[src/rtl/drblend_pkg.sv]
`default_nettype none

package drblend_pkg;

    // field and datapath widths
    localparam int unsigned POS_W      = 32;
    localparam int unsigned TIME_W     = 32;
    localparam int unsigned MS_W       = 16;
    localparam int unsigned IN_DATA_W  = 192;
    localparam int unsigned OUT_DATA_W = 64;
    localparam int unsigned OUT_USER_W = 2;
    localparam int unsigned APB_DATA_W = 32;
    localparam int unsigned ADDR_W     = 4;

    // product: 33-bit signed by 17-bit signed
    localparam int unsigned PROD_W     = 50;

    // shared divider: 48-bit dividend magnitude, 16-bit divisor, 2 bits a cycle
    localparam int unsigned DVD_W       = 48;
    localparam int unsigned DSR_W       = 16;
    localparam int unsigned DIV_BITS    = 2;
    localparam int unsigned DIV_ITER    = DVD_W / DIV_BITS;
    localparam int unsigned DIV_CNT_W   = $clog2(DIV_ITER);

    localparam logic [DSR_W-1:0] MS_PER_S       = 16'd1000;
    localparam logic [MS_W-1:0]  ELAPSED_MAX_MS = 16'hFFFF;
    localparam logic [MS_W-1:0]  BLEND_RESET_MS = 16'd100;

    typedef enum logic [2:0] {
        S_IDLE,
        S_MUL,
        S_DSTART,
        S_DIV,
        S_ACC,
        S_OUT
    } state_t;

    typedef enum logic {
        CMD_STORE = 1'b0,
        CMD_TICK  = 1'b1
    } cmd_t;

    typedef enum logic {
        PH_PRED,
        PH_BLEND
    } phase_t;

    typedef enum logic {
        AX_X,
        AX_Y
    } axis_t;

    typedef enum logic [1:0] {
        REG_BLEND_WINDOW = 2'd0,
        REG_START_X      = 2'd1,
        REG_START_Y      = 2'd2
    } reg_idx_t;

endpackage

`default_nettype wire

[src/rtl/dead_reckoning_blend.sv]
`default_nettype none

// Dead-reckoning tracker for one remote object in 2D, positions in Q16.16.
// A store beat (tuser 0) keeps a move report only if its timestamp is newer
// than the one held, and only then snapshots the current position and time.
// A tick beat (tuser 1) predicts report position + velocity * elapsed/1000
// (elapsed clamped to 65535 ms) and, inside the blend window since the
// snapshot, interpolates from snapshot to prediction; results saturate to
// 32 bits. Every input beat gives exactly one output beat. A tick is paced
// by the single shared divider (2 quotient bits a cycle) and the one shared
// multiplier, used once per axis for the prediction and once more per axis
// for the blend.
// s_axis_tready is low while a beat is being worked on; a finished result
// waits in the output register, so the next beat can be taken meanwhile.
// Registers (APB, 32-bit): 0x0 blend_window_ms, 0x4 start_x, 0x8 start_y;
// writing a start register also moves the current position there.
module dead_reckoning_blend
    import drblend_pkg::*;
(
    input  logic                  clk,
    input  logic                  rst_n,

    input  logic                  psel,
    input  logic                  penable,
    input  logic                  pwrite,
    input  logic [ADDR_W-1:0]     paddr,
    input  logic [APB_DATA_W-1:0] pwdata,
    output logic [APB_DATA_W-1:0] prdata,
    output logic                  pready,

    input  logic                  s_axis_tvalid,
    output logic                  s_axis_tready,
    // now_ms, report_time_ms, report_pos_x, report_pos_y,
    // report_vel_x, report_vel_y
    input  logic [IN_DATA_W-1:0]  s_axis_tdata,
    // cmd
    input  logic                  s_axis_tuser,

    output logic                  m_axis_tvalid,
    input  logic                  m_axis_tready,
    // cur_x, cur_y
    output logic [OUT_DATA_W-1:0] m_axis_tdata,
    // accepted, blending
    output logic [OUT_USER_W-1:0] m_axis_tuser
);

    // saturate a wide signed sum to Q16.16
    function automatic logic signed [POS_W-1:0] sat_pos(input logic signed [PROD_W-1:0] v);
        logic signed [POS_W-1:0] r;
        if ((&v[PROD_W-1:POS_W-1]) || !(|v[PROD_W-1:POS_W-1]))
            r = v[POS_W-1:0];
        else if (v[PROD_W-1])
            r = {1'b1, {(POS_W-1){1'b0}}};
        else
            r = {1'b0, {(POS_W-1){1'b1}}};
        return r;
    endfunction

    // ---- state ----
    state_t state_reg, state_next;
    phase_t phase_reg;
    axis_t  axis_reg;

    // configuration
    logic [MS_W-1:0]         blend_win_reg;
    logic signed [POS_W-1:0] start_x_reg;
    logic signed [POS_W-1:0] start_y_reg;

    // tracker state
    logic [TIME_W-1:0]       newest_time_reg;
    logic signed [POS_W-1:0] newest_pos_x_reg;
    logic signed [POS_W-1:0] newest_pos_y_reg;
    logic signed [POS_W-1:0] newest_vel_x_reg;
    logic signed [POS_W-1:0] newest_vel_y_reg;
    logic signed [POS_W-1:0] snap_x_reg;
    logic signed [POS_W-1:0] snap_y_reg;
    logic [TIME_W-1:0]       snap_time_reg;
    logic signed [POS_W-1:0] pos_x_reg;
    logic signed [POS_W-1:0] pos_y_reg;

    // per-beat working registers
    logic [MS_W-1:0]          elapsed_reg;
    logic [MS_W-1:0]          since_reg;
    logic                     blend_on_reg;
    logic                     acc_flag_reg;
    logic                     blend_flag_reg;
    logic signed [PROD_W-1:0] prod_reg;
    logic                     neg_reg;
    logic signed [POS_W-1:0]  pred_reg;

    // output register
    logic                     m_valid_reg;
    logic [OUT_DATA_W-1:0]    m_data_reg;
    logic [OUT_USER_W-1:0]    m_user_reg;

    // ---- input beat fields ----
    logic [TIME_W-1:0]       in_now;
    logic [TIME_W-1:0]       in_rtime;
    logic signed [POS_W-1:0] in_pos_x;
    logic signed [POS_W-1:0] in_pos_y;
    logic signed [POS_W-1:0] in_vel_x;
    logic signed [POS_W-1:0] in_vel_y;
    cmd_t                    in_cmd;

    assign in_now   = s_axis_tdata[31:0];
    assign in_rtime = s_axis_tdata[63:32];
    assign in_pos_x = s_axis_tdata[95:64];
    assign in_pos_y = s_axis_tdata[127:96];
    assign in_vel_x = s_axis_tdata[159:128];
    assign in_vel_y = s_axis_tdata[191:160];
    assign in_cmd   = cmd_t'(s_axis_tuser);

    logic accept_in;
    logic report_newer;
    logic [TIME_W-1:0] elapsed_full;
    logic [TIME_W-1:0] since_full;
    logic [MS_W-1:0]   elapsed_clamped;
    logic              blend_on;

    assign accept_in       = s_axis_tvalid && s_axis_tready;
    assign report_newer    = in_rtime > newest_time_reg;
    // differences wrap like the unsigned counters they come from
    assign elapsed_full    = in_now - newest_time_reg;
    assign since_full      = in_now - snap_time_reg;
    assign elapsed_clamped = (|elapsed_full[TIME_W-1:MS_W]) ? ELAPSED_MAX_MS
                                                            : elapsed_full[MS_W-1:0];
    assign blend_on        = since_full < {{(TIME_W-MS_W){1'b0}}, blend_win_reg};

    // ---- configuration port ----
    logic     cfg_write;
    reg_idx_t cfg_idx;

    assign pready    = 1'b1;
    assign cfg_idx   = reg_idx_t'(paddr[3:2]);
    assign cfg_write = psel && penable && pwrite && pready;

    always_comb
    begin
        case (cfg_idx)
            REG_BLEND_WINDOW: prdata = {{(APB_DATA_W-MS_W){1'b0}}, blend_win_reg};
            REG_START_X:      prdata = start_x_reg;
            REG_START_Y:      prdata = start_y_reg;
            default:          prdata = '0;
        endcase
    end

    // ---- shared multiplier ----
    logic signed [POS_W-1:0]  sel_vel;
    logic signed [POS_W-1:0]  sel_pos;
    logic signed [POS_W-1:0]  sel_snap;
    logic signed [POS_W:0]    mul_a;
    logic signed [MS_W:0]     mul_b;
    logic signed [PROD_W-1:0] prod_full;

    assign sel_vel  = (axis_reg == AX_X) ? newest_vel_x_reg : newest_vel_y_reg;
    assign sel_pos  = (axis_reg == AX_X) ? newest_pos_x_reg : newest_pos_y_reg;
    assign sel_snap = (axis_reg == AX_X) ? snap_x_reg : snap_y_reg;

    // prediction: velocity * elapsed; blend: (prediction - snapshot) * since
    always_comb
    begin
        if (phase_reg == PH_PRED)
        begin
            mul_a = $signed({sel_vel[POS_W-1], sel_vel});
            mul_b = $signed({1'b0, elapsed_reg});
        end
        else
        begin
            mul_a = $signed({pred_reg[POS_W-1], pred_reg})
                  - $signed({sel_snap[POS_W-1], sel_snap});
            mul_b = $signed({1'b0, since_reg});
        end
    end

    assign prod_full = mul_a * mul_b;

    // ---- shared divider: round half away from zero on the magnitude ----
    logic [DSR_W-1:0]  div_divisor;
    logic [PROD_W-1:0] prod_mag;
    logic [DVD_W-1:0]  div_dividend;
    logic              div_start;
    logic              div_done;
    logic [DVD_W-1:0]  div_quot;

    assign div_divisor  = (phase_reg == PH_PRED) ? MS_PER_S : blend_win_reg;
    assign prod_mag     = prod_reg[PROD_W-1] ? -prod_reg : prod_reg;
    assign div_dividend = prod_mag[DVD_W-1:0] + DVD_W'(div_divisor >> 1);

    drblend_div u_div (
        .clk      (clk),
        .rst_n    (rst_n),
        .start    (div_start),
        .dividend (div_dividend),
        .divisor  (div_divisor),
        .done     (div_done),
        .quotient (div_quot)
    );

    // ---- accumulate: base + signed quotient, saturated ----
    logic signed [PROD_W-1:0] q_ext;
    logic signed [PROD_W-1:0] q_signed;
    logic signed [POS_W-1:0]  acc_base;
    logic signed [PROD_W-1:0] acc_sum;
    logic signed [POS_W-1:0]  acc_res;

    assign q_ext    = $signed({{(PROD_W-DVD_W){1'b0}}, div_quot});
    assign q_signed = neg_reg ? -q_ext : q_ext;
    assign acc_base = (phase_reg == PH_PRED) ? sel_pos : sel_snap;
    assign acc_sum  = PROD_W'(acc_base) + q_signed;
    assign acc_res  = sat_pos(acc_sum);

    // ---- sequencer ----
    logic out_load;

    always_comb
    begin
        state_next = state_reg;
        case (state_reg)
            S_IDLE:
            begin
                if (accept_in)
                    state_next = (in_cmd == CMD_TICK) ? S_MUL : S_OUT;
            end
            S_MUL:    state_next = S_DSTART;
            S_DSTART: state_next = S_DIV;
            S_DIV:
            begin
                if (div_done)
                    state_next = S_ACC;
            end
            S_ACC:
            begin
                if ((phase_reg == PH_PRED) && blend_on_reg)
                    state_next = S_MUL;
                else if (axis_reg == AX_X)
                    state_next = S_MUL;
                else
                    state_next = S_OUT;
            end
            S_OUT:
            begin
                if (out_load)
                    state_next = S_IDLE;
            end
            default:  state_next = S_IDLE;
        endcase
    end

    always_comb
    begin
        s_axis_tready = 1'b0;
        div_start     = 1'b0;
        out_load      = 1'b0;
        case (state_reg)
            S_IDLE:   s_axis_tready = 1'b1;
            S_DSTART: div_start     = 1'b1;
            S_OUT:    out_load      = !m_valid_reg || m_axis_tready;
            default:
            begin
                s_axis_tready = 1'b0;
            end
        endcase
    end

    // control and tracker state
    always_ff @(posedge clk or negedge rst_n)
    begin
        if (!rst_n)
        begin
            state_reg        <= S_IDLE;
            phase_reg        <= PH_PRED;
            axis_reg         <= AX_X;
            blend_win_reg    <= BLEND_RESET_MS;
            start_x_reg      <= '0;
            start_y_reg      <= '0;
            newest_time_reg  <= '0;
            newest_pos_x_reg <= '0;
            newest_pos_y_reg <= '0;
            newest_vel_x_reg <= '0;
            newest_vel_y_reg <= '0;
            snap_x_reg       <= '0;
            snap_y_reg       <= '0;
            snap_time_reg    <= '0;
            pos_x_reg        <= '0;
            pos_y_reg        <= '0;
            m_valid_reg      <= 1'b0;
        end
        else
        begin
            state_reg <= state_next;

            if (cfg_write)
            begin
                case (cfg_idx)
                    REG_BLEND_WINDOW: blend_win_reg <= pwdata[MS_W-1:0];
                    REG_START_X:
                    begin
                        start_x_reg <= pwdata;
                        pos_x_reg   <= pwdata;
                    end
                    REG_START_Y:
                    begin
                        start_y_reg <= pwdata;
                        pos_y_reg   <= pwdata;
                    end
                    default:
                    begin
                        blend_win_reg <= blend_win_reg;
                    end
                endcase
            end

            if (accept_in)
            begin
                phase_reg <= PH_PRED;
                axis_reg  <= AX_X;
                // stale or equal report: dropped, no snapshot
                if ((in_cmd == CMD_STORE) && report_newer)
                begin
                    newest_time_reg  <= in_rtime;
                    newest_pos_x_reg <= in_pos_x;
                    newest_pos_y_reg <= in_pos_y;
                    newest_vel_x_reg <= in_vel_x;
                    newest_vel_y_reg <= in_vel_y;
                    snap_x_reg       <= pos_x_reg;
                    snap_y_reg       <= pos_y_reg;
                    snap_time_reg    <= in_now;
                end
            end

            if (state_reg == S_ACC)
            begin
                if ((phase_reg == PH_PRED) && blend_on_reg)
                begin
                    phase_reg <= PH_BLEND;
                end
                else
                begin
                    if (axis_reg == AX_X)
                        pos_x_reg <= acc_res;
                    else
                        pos_y_reg <= acc_res;
                    axis_reg  <= AX_Y;
                    phase_reg <= PH_PRED;
                end
            end

            if (out_load)
                m_valid_reg <= 1'b1;
            else if (m_axis_tready)
                m_valid_reg <= 1'b0;
        end
    end

    // working and output payload
    always_ff @(posedge clk)
    begin
        if (accept_in)
        begin
            elapsed_reg    <= elapsed_clamped;
            since_reg      <= since_full[MS_W-1:0];
            blend_on_reg   <= blend_on;
            acc_flag_reg   <= (in_cmd == CMD_STORE) && report_newer;
            blend_flag_reg <= (in_cmd == CMD_TICK) && blend_on;
        end
        if (state_reg == S_MUL)
            prod_reg <= prod_full;
        if (state_reg == S_DSTART)
            neg_reg <= prod_reg[PROD_W-1];
        if (state_reg == S_ACC)
            pred_reg <= acc_res;
        if (out_load)
        begin
            m_data_reg <= {pos_y_reg, pos_x_reg};
            m_user_reg <= {blend_flag_reg, acc_flag_reg};
        end
    end

    assign m_axis_tvalid = m_valid_reg;
    assign m_axis_tdata  = m_data_reg;
    assign m_axis_tuser  = m_user_reg;

endmodule

`default_nettype wire

[src/rtl/drblend_div.sv]
`default_nettype none

// Unsigned restoring divider, DIV_BITS quotient bits per cycle.
module drblend_div
    import drblend_pkg::*;
(
    input  logic             clk,
    input  logic             rst_n,
    input  logic             start,
    input  logic [DVD_W-1:0] dividend,
    input  logic [DSR_W-1:0] divisor,
    output logic             done,
    output logic [DVD_W-1:0] quotient
);

    logic                 busy_reg;
    logic                 done_reg;
    logic [DIV_CNT_W-1:0] cnt_reg;
    logic [DSR_W-1:0]     rem_reg;
    logic [DVD_W-1:0]     dvd_reg;
    logic [DSR_W-1:0]     dsr_reg;

    logic [DSR_W-1:0]     rem_next;
    logic [DVD_W-1:0]     dvd_next;
    logic [DSR_W:0]       trial;
    logic                 qbit;

    // dividend shifts out at the top, quotient bits shift in at the bottom
    always_comb
    begin
        rem_next = rem_reg;
        dvd_next = dvd_reg;
        trial    = '0;
        qbit     = 1'b0;
        for (int i = 0; i < DIV_BITS; i++)
        begin
            trial = {rem_next, dvd_next[DVD_W-1]};
            if (trial >= {1'b0, dsr_reg})
            begin
                trial = trial - {1'b0, dsr_reg};
                qbit  = 1'b1;
            end
            else
            begin
                qbit = 1'b0;
            end
            rem_next = trial[DSR_W-1:0];
            dvd_next = {dvd_next[DVD_W-2:0], qbit};
        end
    end

    always_ff @(posedge clk or negedge rst_n)
    begin
        if (!rst_n)
        begin
            busy_reg <= 1'b0;
            done_reg <= 1'b0;
            cnt_reg  <= '0;
        end
        else
        begin
            done_reg <= 1'b0;
            if (start)
            begin
                busy_reg <= 1'b1;
                cnt_reg  <= '0;
            end
            else if (busy_reg)
            begin
                cnt_reg <= cnt_reg + 1'b1;
                if (cnt_reg == DIV_CNT_W'(DIV_ITER - 1))
                begin
                    busy_reg <= 1'b0;
                    done_reg <= 1'b1;
                end
            end
        end
    end

    always_ff @(posedge clk)
    begin
        if (start)
        begin
            rem_reg <= '0;
            dvd_reg <= dividend;
            dsr_reg <= divisor;
        end
        else if (busy_reg)
        begin
            rem_reg <= rem_next;
            dvd_reg <= dvd_next;
        end
    end

    assign done     = done_reg;
    assign quotient = dvd_reg;

endmodule

`default_nettype wire

[config.mk]
export PLATFORM = sky130hd
export DESIGN_NAME = dead_reckoning_blend
export DESIGN_NICKNAME = d
export VERILOG_FILES = /design/src/rtl/drblend_pkg.sv /design/src/rtl/dead_reckoning_blend.sv /design/src/rtl/drblend_div.sv
export SDC_FILE = /design/constraint.sdc
export NUM_CORES = 2
export LEC_CHECK = 0
export ABC_AREA = 1
export BUFFER_PORTS_ARGS = -buffer_cell sky130_fd_sc_hd__buf_2
export CAP_MARGIN = 20
export CORE_MARGIN = 4
export CORE_UTILIZATION = 50
export CTS_CLUSTER_DIAMETER = 80
export DETAILED_ROUTE_END_ITERATION = 6
export PLACE_DENSITY_LB_ADDON = 0.25
export RECOVER_POWER = 25
export SYNTH_ARGS = -nofsm -noshare
export SYNTH_HDL_FRONTEND = slang
export SYNTH_SLANG_ARGS = --single-unit
[constraint.sdc]
create_clock -name clk -period 19.2 [get_ports clk]
set_input_delay 2.88 -clock clk [delete_from_list [all_inputs] [get_ports clk]]
set_output_delay 2.88 -clock clk [all_outputs]
set_load 0.05 [all_outputs]
==> impl_metrics.ini <==
[run_status]
run_status = finished with violations
violations = DRC, capacitance limit, slew limit

[synth]
yosysMostFrequentCell = nand2_1
synth_fa_ha_area_share_pct = 23.28
synth-xor-area-share_pct = 3.740
ys_ff_latch = 676
ys_types = 69
syn_inst = 8289
synth_common_cells = 1959 x nand2_1, 1623 x inv_1, 715 x nor2_1
synth_compound_area_share_pct = 10.55
async_flop_share_pct = 61.09
synthMuxAreaShare_pct = 0.5405
synth-edff-count = 247
yosysSeqAreaShare_pct = 28.60
ys_top_cells_by_area = dfrtp_1 16%, fa_1 16%, edfxtp_1 12%
yosysWarnings = 0
yosysTopAreaCell = dfrtp_1
synthesis.nets = 9395
synth_area_um2 = 63200
avgSynthCellArea_um2 = 7.624
synth_top_area_share_pct = 16.23
synth_top_family_by_area = adder cells
synth_flop_cell = dfrtp_1
synthSimpleGateAreaFrac_pct = 21.87

[drt]
ant_nets = 0
drtIter0Drc = 4834
via_per_inst = 5.446
remaining_drc_errors = 1
first_pass_iters = 7
routedWlPerCell_um = 20.15
vias = 55752
totalWireLength_um = 206300

[cts]
ctsResizeCount = 0
cts.sinks = 676
clk_pin_slew_ns = 0.06
cts_made_buffers = 76
ctsHoldBuffers = 0
clock_latency_ns = 0.71
cts_setup_buffers = 0
cts_max_level = 3
cts_buffer_depth = 3
tritoncts = done
cts-root-buf = clkbuf_16

[global_routing]
grt_pass1_wl_um = 318000
grt_usage_pct = 31.17
antenna_found_initial = 15
grt_start_max_net_pins = 166
grt_pass1_vias = 55420
overflow = 0

[critical_path]
timing.rr.end = prod_reg[49]$_DFFE_PP_
worstPathMaxFanout = 50
ff2ff_setup_slack_ns = 7.44
cp-start-kind = register
startpoint = axis_reg$_DFF_PN0_
arrival_ns = 12.14
reg2regPathDepth = 37
crit_type = register to register
slowest_stage = dfrtp_4
endpoint = prod_reg[49]$_DFFE_PP_
r2r-start = axis_reg$_DFF_PN0_
endpoint_kind = register
worstPathRequired_ns = 19.57
max_stage_delay_ns = 0.90

[sta]
hold_viol_final = 0
setup_viol = 0
slew_viol_final = 559
worst_pin_slew_ns = 6.055
finalSetupTns_ns = 0
rsz0062_at_grt = false
period_needed_ns = 11.76
fin_crit_sh_pct = 61.26
clock.fmax_ghz = 0.08501
slew_headroom_pct = -303.7
finClkSkew_ns = 0.08230

[final_layout]
drive_above_1_share_pct = 7.894
nets = 9619
largest_register_ff_count = 64
flow.area_growth_from_synthesis_pct = 9.446
stdcell_area_um2 = 69170

[die]
dieArea_um2 = 132100
start_util_pct = 50.33
dieWidth_um = 363.5
core_um2 = 125600
ioPinCount = 337
die_h_um = 363.5
rows = 130

[place]
port_buffers = 333
gp_congestion = 0.9535
place_hpwl_um = 165300
dpl-instance-area_um2 = 66520

[worst_hold_path]
min_path_type = register to register
min_delay_path_depth = 0

[flow_run]
maxCapViolations = 11
## layout make-up
| class | count | area (µm²) |
|---|---|---|
| Antenna cell | 12 | 30.03 |
| Timing Repair Buffer | 393 | 2136 |
| Multi-Input combinational cell | 5726 | 38090 |
| Inverter | 1640 | 6156 |
| Tap cell | 1650 | 2064 |
| Fill cell | 12085 | 56400 |
| Clock inverter | 37 | 496.7 |
| Sequential cell | 676 | 18080 |
| Clock buffer | 104 | 2117 |
## cell usage in the layout, fill, tap and decap left out, types with 11 or more instances in the layout
cell type  count
dfxtp_1       16
nand4_1       81
nor3_1        48
o21ai_0      521
diode_2       12
nor4_1        16
o21a_1        18
ha_1         360
dfrtp_1      409
a22oi_1       32
inv_1       1618
nand2_2       64
o211ai_1      27
inv_2         12
nand3_1      378
buf_2        330
a31oi_1       46
nor2_1       706
edfxtp_1     247
o21bai_1      20
clkinv_1      15
o221ai_1      24
nor2_2        30
o21ai_1       14
xor2_1       178
clkbuf_16     76
fa_1         510
a21oi_1      408
nand2_1     1958
o22ai_1       21
buf_4         49
xnor2_1       90
nor2_4        12
clkbuf_8      11
clkinv_2      13
a21o_1        18
or2_2         11
mux2i_1       32
clkbuf_1      28
## critical path, delay by kind of cell, from the launching register on
family          cells  cell delay (ns)
fa+ha+maj           9             4.27
simple gates       11             2.16
compound gates      7             2.07
buf+inv             8             1.45
flops               1             0.90
mux                 1             0.39
xor+xnor            1             0.15
## worst min-delay path by stage
stage                                  start                   endpoint  slack, ns
global route          pos_x_reg[1]$_DFF_PN0_  m_axis_tdata[1]$_DFFE_PP_       0.44
floorplan             acc_flag_reg$_DFFE_PP_  m_axis_tuser[0]$_DFFE_PP_       0.40
CTS                   pos_x_reg[1]$_DFF_PN0_  m_axis_tdata[1]$_DFFE_PP_       0.44
finish                pos_x_reg[1]$_DFF_PN0_  m_axis_tdata[1]$_DFFE_PP_       0.44
detailed placement  blend_flag_reg$_DFFE_PP_  m_axis_tuser[1]$_DFFE_PP_       0.43
global placement    blend_flag_reg$_DFFE_PP_  m_axis_tuser[1]$_DFFE_PP_       0.42
## through the flow
step / utilization, % / setup slack (ns) / hold WS, ns / cells
2_1_floorplan: - / 10.44 / 0.4003 / 8289
3_3_place_gp: 52.97 / 7.820 / 0.4162 / 10082
3_5_place_dp: 52.98 / 7.697 / 0.4276 / 10083
4_1_cts: 55.06 / 7.604 / 0.4356 / 10224
5_1_grt: 55.08 / 6.851 / 0.4427 / 10236
6_report: 55.08 / 7.437 / 0.4401 / 10238
## metal layers
| metal | vias to the layer above | GRT usage [%] | routed length, µm |
|---|---|---|---|
| li1 | 26459 | - | - |
| met1 | 26786 | 40.62 | 85270 |
| met2 | 2062 | 51.00 | 94840 |
| met3 | 441 | 5.791 | 15960 |
| met4 | 4 | 13.60 | 10250 |
| met5 | - | 0 | 21 |
## logic make-up (layout without fill, tap and decap cells)
logic type | count (synthesis) | after routing
multiplexers | 34 | 34
XOR/XNOR | 269 | 269
AND/OR/NAND/NOR | 3343 | 3343
buffers and inverters | 1887 | 2174
other | 1 | 13
AO/OA/AOI/OAI | 1209 | 1209
adder cells (fa/ha/maj) | 870 | 870
flip-flops | 676 | 676
Power is not shown: default switching activity piles up to over one toggle a cycle in this logic, so the estimate is an artifact.
